`src/rtl/odhf_pkg.sv`:
```
`timescale 1ns / 1ps
// ----------------------------------------------------------------------------
// odhf_pkg
// Shared types and constants for the observation dedup hash filter.
// ----------------------------------------------------------------------------
package odhf_pkg;

    localparam logic [31:0] FNV_BASIS = 32'd2166136261;
    localparam logic [31:0] FNV_PRIME = 32'd16777619;

    localparam logic [7:0]  RSSI_THR_RESET = 8'd6;
    localparam logic [31:0] MOVE_THR_RESET = 32'd2700;

    localparam logic [1:0] CFG_RSSI_THR = 2'd0;
    localparam logic [1:0] CFG_MOVE_THR = 2'd1;

    localparam logic [1:0] OUT_DUP  = 2'd0;
    localparam logic [1:0] OUT_FWD  = 2'd1;
    localparam logic [1:0] OUT_FAIL = 2'd2;

    localparam logic [2:0] HASH_LAST = 3'd5;
    localparam logic [1:0] MOD_LAST  = 2'd2;

    typedef struct packed {
        logic        mode;
        logic [47:0] device_address;
        logic [7:0]  signal_level;
        logic [31:0] latitude_offset;
        logic [31:0] longitude_offset;
        logic        sink_accepts;
    } t_in_item;

    typedef struct packed {
        logic [1:0] outcome;
        logic       was_known;
        logic       table_full;
        logic [8:0] slot_index;
    } t_out_item;

    typedef struct packed {
        logic        valid;
        logic [47:0] address;
        logic [7:0]  signal;
        logic [31:0] latitude;
        logic [31:0] longitude;
    } t_entry;

    typedef enum logic [2:0] {
        S_CLEAR,
        S_IDLE,
        S_HASH,
        S_MOD,
        S_PINIT,
        S_READ,
        S_CHECK,
        S_DECIDE
    } t_state;

    typedef struct packed {
        logic clr;
        logic load;
        logic hash;
        logic mod_step;
        logic pinit;
        logic rd;
        logic chk;
        logic commit;
    } t_cmd;

    typedef struct packed {
        logic clr_done;
        logic hash_done;
        logic mod_done;
        logic found;
        logic last;
        logic out_busy;
    } t_sts;

endpackage

```
`src/rtl/odhf_ctrl.sv`:
```
`timescale 1ns / 1ps
// ----------------------------------------------------------------------------
// odhf_ctrl
// Sequencer: clear pass, hash, modulo, probe walk and commit.
// ----------------------------------------------------------------------------
module odhf_ctrl (
    input  logic           i_clk,
    input  logic           i_rst_n,
    input  logic           i_in_valid,
    input  odhf_pkg::t_sts i_sts,
    output odhf_pkg::t_cmd o_cmd,
    output logic           o_in_stall
);

    odhf_pkg::t_state r_state;
    odhf_pkg::t_state n_state;

    always_ff @(posedge i_clk) begin
        if (!i_rst_n) begin
            r_state <= odhf_pkg::S_CLEAR;
        end else begin
            r_state <= n_state;
        end
    end

    always_comb begin
        n_state = r_state;
        unique case (r_state)
            odhf_pkg::S_CLEAR:  if (i_sts.clr_done) n_state = odhf_pkg::S_IDLE;
            odhf_pkg::S_IDLE:   if (i_in_valid) n_state = odhf_pkg::S_HASH;
            odhf_pkg::S_HASH:   if (i_sts.hash_done) n_state = odhf_pkg::S_MOD;
            odhf_pkg::S_MOD:    if (i_sts.mod_done) n_state = odhf_pkg::S_PINIT;
            odhf_pkg::S_PINIT:  n_state = odhf_pkg::S_READ;
            odhf_pkg::S_READ:   n_state = odhf_pkg::S_CHECK;
            odhf_pkg::S_CHECK: begin
                if (i_sts.found || i_sts.last) n_state = odhf_pkg::S_DECIDE;
                else n_state = odhf_pkg::S_READ;
            end
            odhf_pkg::S_DECIDE: if (!i_sts.out_busy) n_state = odhf_pkg::S_IDLE;
            default:            n_state = odhf_pkg::S_CLEAR;
        endcase
    end

    always_comb begin
        o_cmd      = '0;
        o_in_stall = 1'b1;
        unique case (r_state)
            odhf_pkg::S_CLEAR:  o_cmd.clr = 1'b1;
            odhf_pkg::S_IDLE: begin
                o_in_stall = 1'b0;
                o_cmd.load = i_in_valid;
            end
            odhf_pkg::S_HASH:   o_cmd.hash = 1'b1;
            odhf_pkg::S_MOD:    o_cmd.mod_step = 1'b1;
            odhf_pkg::S_PINIT:  o_cmd.pinit = 1'b1;
            odhf_pkg::S_READ:   o_cmd.rd = 1'b1;
            odhf_pkg::S_CHECK:  o_cmd.chk = 1'b1;
            odhf_pkg::S_DECIDE: o_cmd.commit = !i_sts.out_busy;
            default:            o_cmd = '0;
        endcase
    end

    a_clear_stalls: assert property (@(posedge i_clk) disable iff (!i_rst_n)
        (r_state == odhf_pkg::S_CLEAR) |-> o_in_stall)
        else $error("input taken during clear pass");

    a_commit_free: assert property (@(posedge i_clk) disable iff (!i_rst_n)
        o_cmd.commit |-> !i_sts.out_busy)
        else $error("commit into occupied output register");

    a_check_after_read: assert property (@(posedge i_clk) disable iff (!i_rst_n)
        (r_state == odhf_pkg::S_CHECK) |-> $past(r_state) == odhf_pkg::S_READ)
        else $error("slot check without read");

endmodule

```
`config.mk`:
```
export PLATFORM = sky130hd
export DESIGN_NAME = odhf_ctrl
export DESIGN_NICKNAME = d
export VERILOG_FILES = /design/src/rtl/odhf_pkg.sv /design/src/rtl/odhf_ctrl.sv
export SDC_FILE = /design/constraint.sdc
export NUM_CORES = 1
export LEC_CHECK = 0
export BUFFER_PORTS_ARGS = -buffer_cell sky130_fd_sc_hd__buf_4
export CAP_MARGIN = 10
export CORE_AREA = 2 2 39 41
export DETAILED_ROUTE_END_ITERATION = 10
export DIE_AREA = 0 0 41 43
export PLACE_DENSITY = 0.55
export RECOVER_POWER = 25
export SLEW_MARGIN = 10
export SYNTH_ARGS = -nofsm -noshare
export SYNTH_HDL_FRONTEND = slang
export SYNTH_SLANG_ARGS = --single-unit
```
`constraint.sdc`:
```
create_clock -name i_clk -period 1.7 [get_ports i_clk]
set_input_delay 0.085 -clock i_clk [delete_from_list [all_inputs] [get_ports i_clk]]
set_output_delay 0.085 -clock i_clk [all_outputs]
set_load 0.02 [all_outputs]
```
# == Word-level counts from Yosys, hierarchy flattened ==
# Cells that the tools add are included.
# classes
add_sub_neg,0
n_mul,0
div,0
n_lt_le_gt_ge,0
n_eq_ne,12
n_shift,0
n_mux,16
bitwise_logic,0
n_reduce_logical,4
# op_table
op,n
$pmux 3 s8,1
$mux 3,5
$eq 3x3->1 const B,4
$ne 2x2->1 const B,5
$mux 1,9
$eq 3x2->1 const B,2
$reduce_and 5->1,1
$eq 3x1->1 const B,1
$logic_not 3->1,1
$mux 2,1
$logic_not 1->1,1
$logic_or 1x1->1,1
# word_totals
ff_bits,3
latchBits,0
mem_bits_rw,0
rom_bits,0
out_inout_bits,9
elab_cells,33
memories,0

# == Depth between registers and ports, before layout ==
# Gate-level depths: netlist (run 1).
# logic_depth
ltp_word,3
ltp_mapped,4

# == Least setup slack after synthesis (run 1) ==
# OpenSTA, ideal clock, no wires.
# synth_timing
path_kind,reg-to-output
from,register r_state[2]
to,output o_cmd[6] in the netlist's numbering
t_arrival_ps,1105
t_required_ps,1615
slack_ps,510
path_stages_with_launch,5
path_cell_list,dfxtp_1 buf_6 inv_1 nand3b_1 nor2_1
# synth_lines
element,line_no,source
from (decl),odhf_ctrl.sv:15,odhf_pkg::t_state r_state;
from (signal assigned),odhf_ctrl.sv:20,r_state <= odhf_pkg::S_CLEAR;
from (signal assigned),odhf_ctrl.sv:22,r_state <= n_state;
to (decl),odhf_ctrl.sv:11,"output odhf_pkg::t_cmd o_cmd,"

==> results of run 1 <==
## where the power goes
group | total (mW) | switching [mW] | internal, mW
clock network | 0.125 | 0.0366 | 0.0879
logic | 0.100 | 0.0491 | 0.0513
registers | 0.0878 | 0.0111 | 0.0767
total | 0.313 | 0.0969 | 0.216
## worst reg2reg max path: stages (launching register included)
cell and delay [ns]:
dfxtp_1 0.53, nand2b_4 0.21, o22ai_1 0.08, o2bb2ai_1 0.13
## area by class of cell
| class | instances | area, um2 | area share |
|---|---|---|---|
| sequential | 3 | 60.1 | 0.142 |
| tap | 16 | 20.0 | 0.0473 |
| multi-input combinational | 26 | 174 | 0.411 |
| timing repair buffer | 18 | 135 | 0.320 |
| inverter | 2 | 7.51 | 0.0178 |
| clock buffer | 4 | 26.3 | 0.0621 |
## worst paths after layout
path / from / slack [ns] / endpoint
min: i_rst_n / 0.10 / r_state[1]
max: r_state[2] / 0.33 / o_cmd[0]
max reg2reg: r_state[0] / 0.62 / r_state[1]
min reg2reg: r_state[2] / 0.62 / r_state[2]
## synth_stat cells (all sizes together)
cell | count | area, um2
o21ai | 3 | 15.0
buf | 3 | 30.0
nor3 | 4 | 20.0
nor3b | 2 | 15.0
nand3b | 1 | 7.51
dfxtp | 3 | 60.1
a21oi | 2 | 10.0
nand2 | 1 | 11.3
or2 | 1 | 6.26
o2bb2ai | 1 | 8.76
nor2 | 4 | 15.0
o22ai | 1 | 6.26
nand2b | 2 | 27.5
a21boi | 1 | 7.51
o31ai | 1 | 7.51
nand3 | 1 | 5.00
inv | 2 | 7.51
mux2 | 1 | 11.3
## kinds of logic after synthesis
family / after synthesis
simple gates: 16
compound gates: 9
buf+inv: 5
flops: 3
mux: 1
## metal layers
metal  vias up  wire (um)  track usage  part of all wire
met5         -          0            0                 0
met1       127        299        0.118              0.46
li1        156          -            -                 -
met4         0          0       0.0600                 0
met2        10        305        0.109              0.46
met3         0         51       0.0471             0.078
==> metrics.md, run 1 <==
| Metric | Value |
|---|---|
| Outcome | `finished clean` |
| Worst Hold Class | `in2reg` |
| Cell area after layout | `423 um2` |
| Worst slew margin | `0.754` |
| Vias in the first global route | `269` |
| Slowest cell on the critical path | `dfxtp_1` |
| Fraction of layout instances using a drive strength above 1 | `0.453` |
| Die Height | `43 um` |
| DRC viols | `0` |
| First-pass GRT wire length | `1060 um` |
| Top Registers | `r_state (3)` |
| Number of setup violations in the final report | `0` |
| Place WS | `0.581 ns` |
| Worst path arrival time | `1.29 ns` |
| Final worst setup slack | `about 0.33 ns` |
| PD cells | `approximately 740 nW/um2` |
| Hold Path Depth | `2` |
| Port bufs | `17` |
| Post-Syn Area per Cell | `7.99 um2` |
| Post-CTS Setup Bufs | `0` |
| Gr usage total | `0.0902` |
| Crit start category | `register` |
| First-pass iteration count of the detailed router | `1` |
| Grt total ovfl | `0` |
| Die area | `1760 um2` |
| Hold slack | `~0.10 ns` |
| Core ar. | `1380 um2` |
| Top Family by Delay on Critical Path | `flip-flops` |
| RSZ-0062 raised after global routing | `no` |
| Routed WL | `656 um` |
| Critical path depth | `3` |
| Initial Util | `0.196` |
| FF+latch count, synth | `3` |
| Post-synthesis cell type count | `19` |
| Skew final | `~0.0012 ns` |
| Slew Viols, Final | `0` |
| Post-Synth XOR/XNOR Area | `0` |
| Area after DPL | `397 um2` |
| Final non-filler cell total | `69` |
| Adder-Cell Fraction of Synth Area | `0` |
| Maxcap violations | `0` |
| Largest net degree at the start of global routing | `11` |
| Sequential element share of the synthesized area | `0.221` |
| Pwr Total | `0.313 mW` |
| CTS sink count | `3` |
| Deepest clock path buffer count | `2` |
| Final Cycle Share | `0.807` |
| Clock Tree Root | `clkbuf_4` |
| Compound-Gate Fraction of Synth Area | `0.203` |
| Synth Area in Simple Gates | `0.396` |
| Filler cells | `151` |
| Resize count post-CTS | `0` |
| Clk Latency, worst-skew pair | `approximately 0.23 ns` |
| Max incr delay on CP | `0.48 ns` |
| CTS tree | `yes` |
| Total negative slack | `0 ns` |
| Crit path time final | `1.37 ns` |
| Util after Layout | `0.306` |
| Lkg Pwr | `0.196 nW` |
| Max reg flops | `3` |
| Io pins | `18` |
| CP cell instances | `inv_1 > nor3_1 > buf_4` |
| Commonest non-fill, non-tap cell in the layout | `buf_4` |
| Placed cells | `65` |
| Crit. End Element | `output pin` |
| Initial antenna violation count | `0` |
| Crit Path Class | `reg2out` |
| Cell Area, Synth | `272 um2` |
| Worst path bufs/invs | `2` |
| Largest family of logic cells by synthesized area | `simple AND/OR/NAND/NOR gates` |
| Fin. Hold Viols | `0` |
| Crit path max fanout | `10` |
| # diodes | `0` |
| Mux cell area share after synthesis | `0.0415` |
| Worst-path clk slew | `0.04 ns` |
| Num rows | `14` |
| Vias | `between 200 and 300` |
| Die X | `about 41 um` |
| YS warnings | `0` |
| Vias per inst | `4.25` |
| DRT antenna net count | `0` |
| GP Congestion | `0.696` |
| Dpl hpwl | `481 um` |
| Commonest cells after routing, fill and taps aside | `18 x buf_4, 4 x nor2_1, 4 x nor3_1` |
| Mapped Cells | `34` |
| WP data required | `1.62 ns` |
| Hold bufs inserted after CTS | `0` |
| Register-to-Register Path Depth | `3` |
| Max H-tree Level | `1` |
| Drt wl/cell | `roughly 9.5 um` |
| Area delta synth->final | `55.8%` |
| Pin slew with the least headroom to its limit | `0.368 ns` |
| Nets@finish | `63` |
| Number of buffers created by CTS | `3` |
| Mapped Nets | `43` |
| Fmax achieved | `0.729 GHz` |
| Top reg by flops | `r_state` |
| Initial DRC Count | `0` |
| Max IR drop VDD | `0.000333 V` |
(Power assumes the default switching activity.)
==> run 2, diff against run 1 <==
Settings changed: PLACE_DENSITY 0.55 to 0.56.
Clock period 1.7 ns to 1.2 ns, I/O delays scaled along.
==> metrics.md, run 2 (synthesis gave the netlist of run 1 again) <==
| Metric | Value |
|---|---|
| Crit Path Class | `reg2out` |
| Combinational power share | `0.352 (+0.031)` |
| WP data required | `1.14 ns (-0.48 ns)` |
| PD cells | `982 nW/um2 (+33%)` |
| Hold bufs inserted after CTS | `0 (unchanged)` |
| Area delta synth->final | `72.4%` |
| Vias in the first global route | `279 (+3.7%)` |
| Number of buffers created by CTS | `3 (unchanged)` |
| Worst path bufs/invs | `2 (unchanged)` |
| Clock Tree Root | `clkbuf_4` |
| Io pins | `18 (unchanged)` |
| Worst path arrival time | `1.10 ns (-0.19 ns)` |
| Crit path max fanout | `8 (-2)` |
| Worst Hold Class | `in2reg` |
| Commonest non-fill, non-tap cell in the layout | `buf_4` |
| Max IR drop VDD | `0.000429 V (+29%)` |
| Largest net degree at the start of global routing | `11 (unchanged)` |
| Slew Viols, Final | `0 (unchanged)` |
| Sequential share of power | `0.272 (-0.009)` |
| Vias | `307 (+4.8%)` |
| Top Registers | `r_state (3)` |
| Deepest clock path buffer count | `2 (unchanged)` |
| GP Congestion | `0.705 (+1.4%)` |
| Drt wl/cell | `9.63 um (+1.3%)` |
| Die Height | `43 um (unchanged)` |
| Worst-path clk slew | `0.03 ns (about the same)` |
| Initial DRC Count | `6 (+6)` |
| Place WS | `0.148 ns (-0.433 ns)` |
| First-pass iteration count of the detailed router | `2 (+1)` |
| Commonest cells after routing, fill and taps aside | `21 x buf_4, 4 x nor3_1, 3 x o21ai_0, 3 x clkbuf_4` |
| Crit start category | `register` |
| Pin slew with the least headroom to its limit | `0.189 ns (-0.180 ns)` |
| Cell area after layout | `468 um2 (+11%)` |
| Max H-tree Level | `1 (unchanged)` |
| Gr usage total | `0.0923 (+0.00210)` |
| Net Sw Frac | `0.303 (-0.00710)` |
| Fin. Hold Viols | `0 (unchanged)` |
| Dpl hpwl | `518 um (+7.7%)` |
| Critical path depth | `4 (+1)` |
| Clk Latency, worst-skew pair | `0.23 ns (about the same)` |
| Worst slew margin | `0.873 (+0.119)` |
| Initial antenna violation count | `0 (unchanged)` |
| CTS tree | `yes` |
| Maxcap violations | `0 (unchanged)` |
| Num rows | `14 (unchanged)` |
| Port bufs | `17 (unchanged)` |
| Vias per inst | `4.21 (-0.96%)` |
| Top reg by flops | `r_state` |
| Fraction of layout instances using a drive strength above 1 | `0.596 (+0.144)` |
| RSZ-0062 raised after global routing | `yes` |
| Register-to-Register Path Depth | `3 (unchanged)` |
| Crit. End Element | `output pin` |
| Final Cycle Share | `0.963` |
| Lkg Pwr | `0.220 nW (+12%)` |
| DRC viols | `0 (unchanged)` |
| Clock power frac | `0.375 (-0.023)` |
| Routed WL | `703 um (+7.2%)` |
| Final worst setup slack | `0.0439 ns (-0.284 ns)` |
| Area after DPL | `404 um2 (+1.9%)` |
| Grt total ovfl | `0 (unchanged)` |
| # diodes | `0 (unchanged)` |
| Crit path time final | `1.16 ns` |
| CTS sink count | `3 (unchanged)` |
| First-pass GRT wire length | `1100 um (+4.6%)` |
| Max incr delay on CP | `0.32 ns (-0.16 ns)` |
| Number of setup violations in the final report | `0 (unchanged)` |
| Die area | `1760 um2 (unchanged)` |
| Skew final | `0.00187 ns (+0.000688 ns)` |
| Initial Util | `0.196 (unchanged)` |
| Outcome | `finished clean` |
| CP cell instances | `buf_6 > nand3b_1 > nor2_1 > buf_4` |
| Fmax achieved | `0.865 GHz` |
| Slowest cell on the critical path | `dfxtp_2` |
| Hold Path Depth | `2 (unchanged)` |
| DRT antenna net count | `0 (unchanged)` |
| Die X | `41 um (unchanged)` |
| Nets@finish | `67 (+6.3%)` |
| Max reg flops | `3 (unchanged)` |
| Core ar. | `1380 um2 (unchanged)` |
| Total internal power | `0.321 mW (+48%)` |
| Top Family by Delay on Critical Path | `flip-flops` |
| NetSw | `0.139 mW (+44%)` |
-- run 2: cell type report --
| type | instances | area (um2) |
|---|---|---|
| well taps | 16 | 20.0 |
| inverters | 2 | 7.51 |
| repair buffers | 22 | 169 |
| flip-flops and latches | 3 | 66.3 |
| fillers | 157 | 916 |
| multi-input cells | 26 | 179 |
| clock buffers | 4 | 26.3 |
-- run 2: power groups by stage --
stage                     logic (mW)  registers, mW  clock network, mW
final                          0.162          0.125              0.173
after floorplan                0.103          0.113                  0
after global placement         0.144          0.125                  0
after detailed placement       0.144          0.125                  0
after global routing           0.172          0.126              0.199
after CTS                      0.156          0.125              0.184
-- run 2: worst paths after layout --
path | start | end | slack, ns
max | r_state[1] | o_cmd[6] | 0.04
min reg2reg | r_state[2] | r_state[2] | 0.54
min | i_rst_n | r_state[1] | 0.07
max reg2reg | r_state[1] | r_state[0] | 0.16
-- run 2: what timing repair did --
action / CTS / global route
gates resized for setup: 3 / 5
pin swaps: 1 / 1
endpoints found under the setup margin: 6 / 4
setup buffers: 2 / 1
-- run 2: layer usage --
metal | global-route usage | vias to the layer above | routed length (um)
li1 | - | 165 | -
met1 | 0.119 | 131 | 318
met2 | 0.125 | 11 | 326
met3 | 0.0628 | 0 | 59
met4 | 0.0200 | 0 | 0
met5 | 0 | - | 0
-- run 2: per-stage QoR --
| stage | hold WS [ns] | TNS [ns] | std cells | power [mW] | utilization |
|---|---|---|---|---|---|
| floorplan | 0.177 | 0 | 34 | 0.216 | - |
| global placement | 0.297 | 0 | 66 | 0.269 | 0.292 |
| detailed placement | 0.298 | 0 | 66 | 0.269 | 0.292 |
| CTS | 0.0638 | 0 | 72 | 0.465 | 0.326 |
| global route | 0.0816 | -0.0645 | 73 | 0.497 | 0.338 |
| finish | 0.0687 | 0 | 73 | 0.460 | 0.338 |
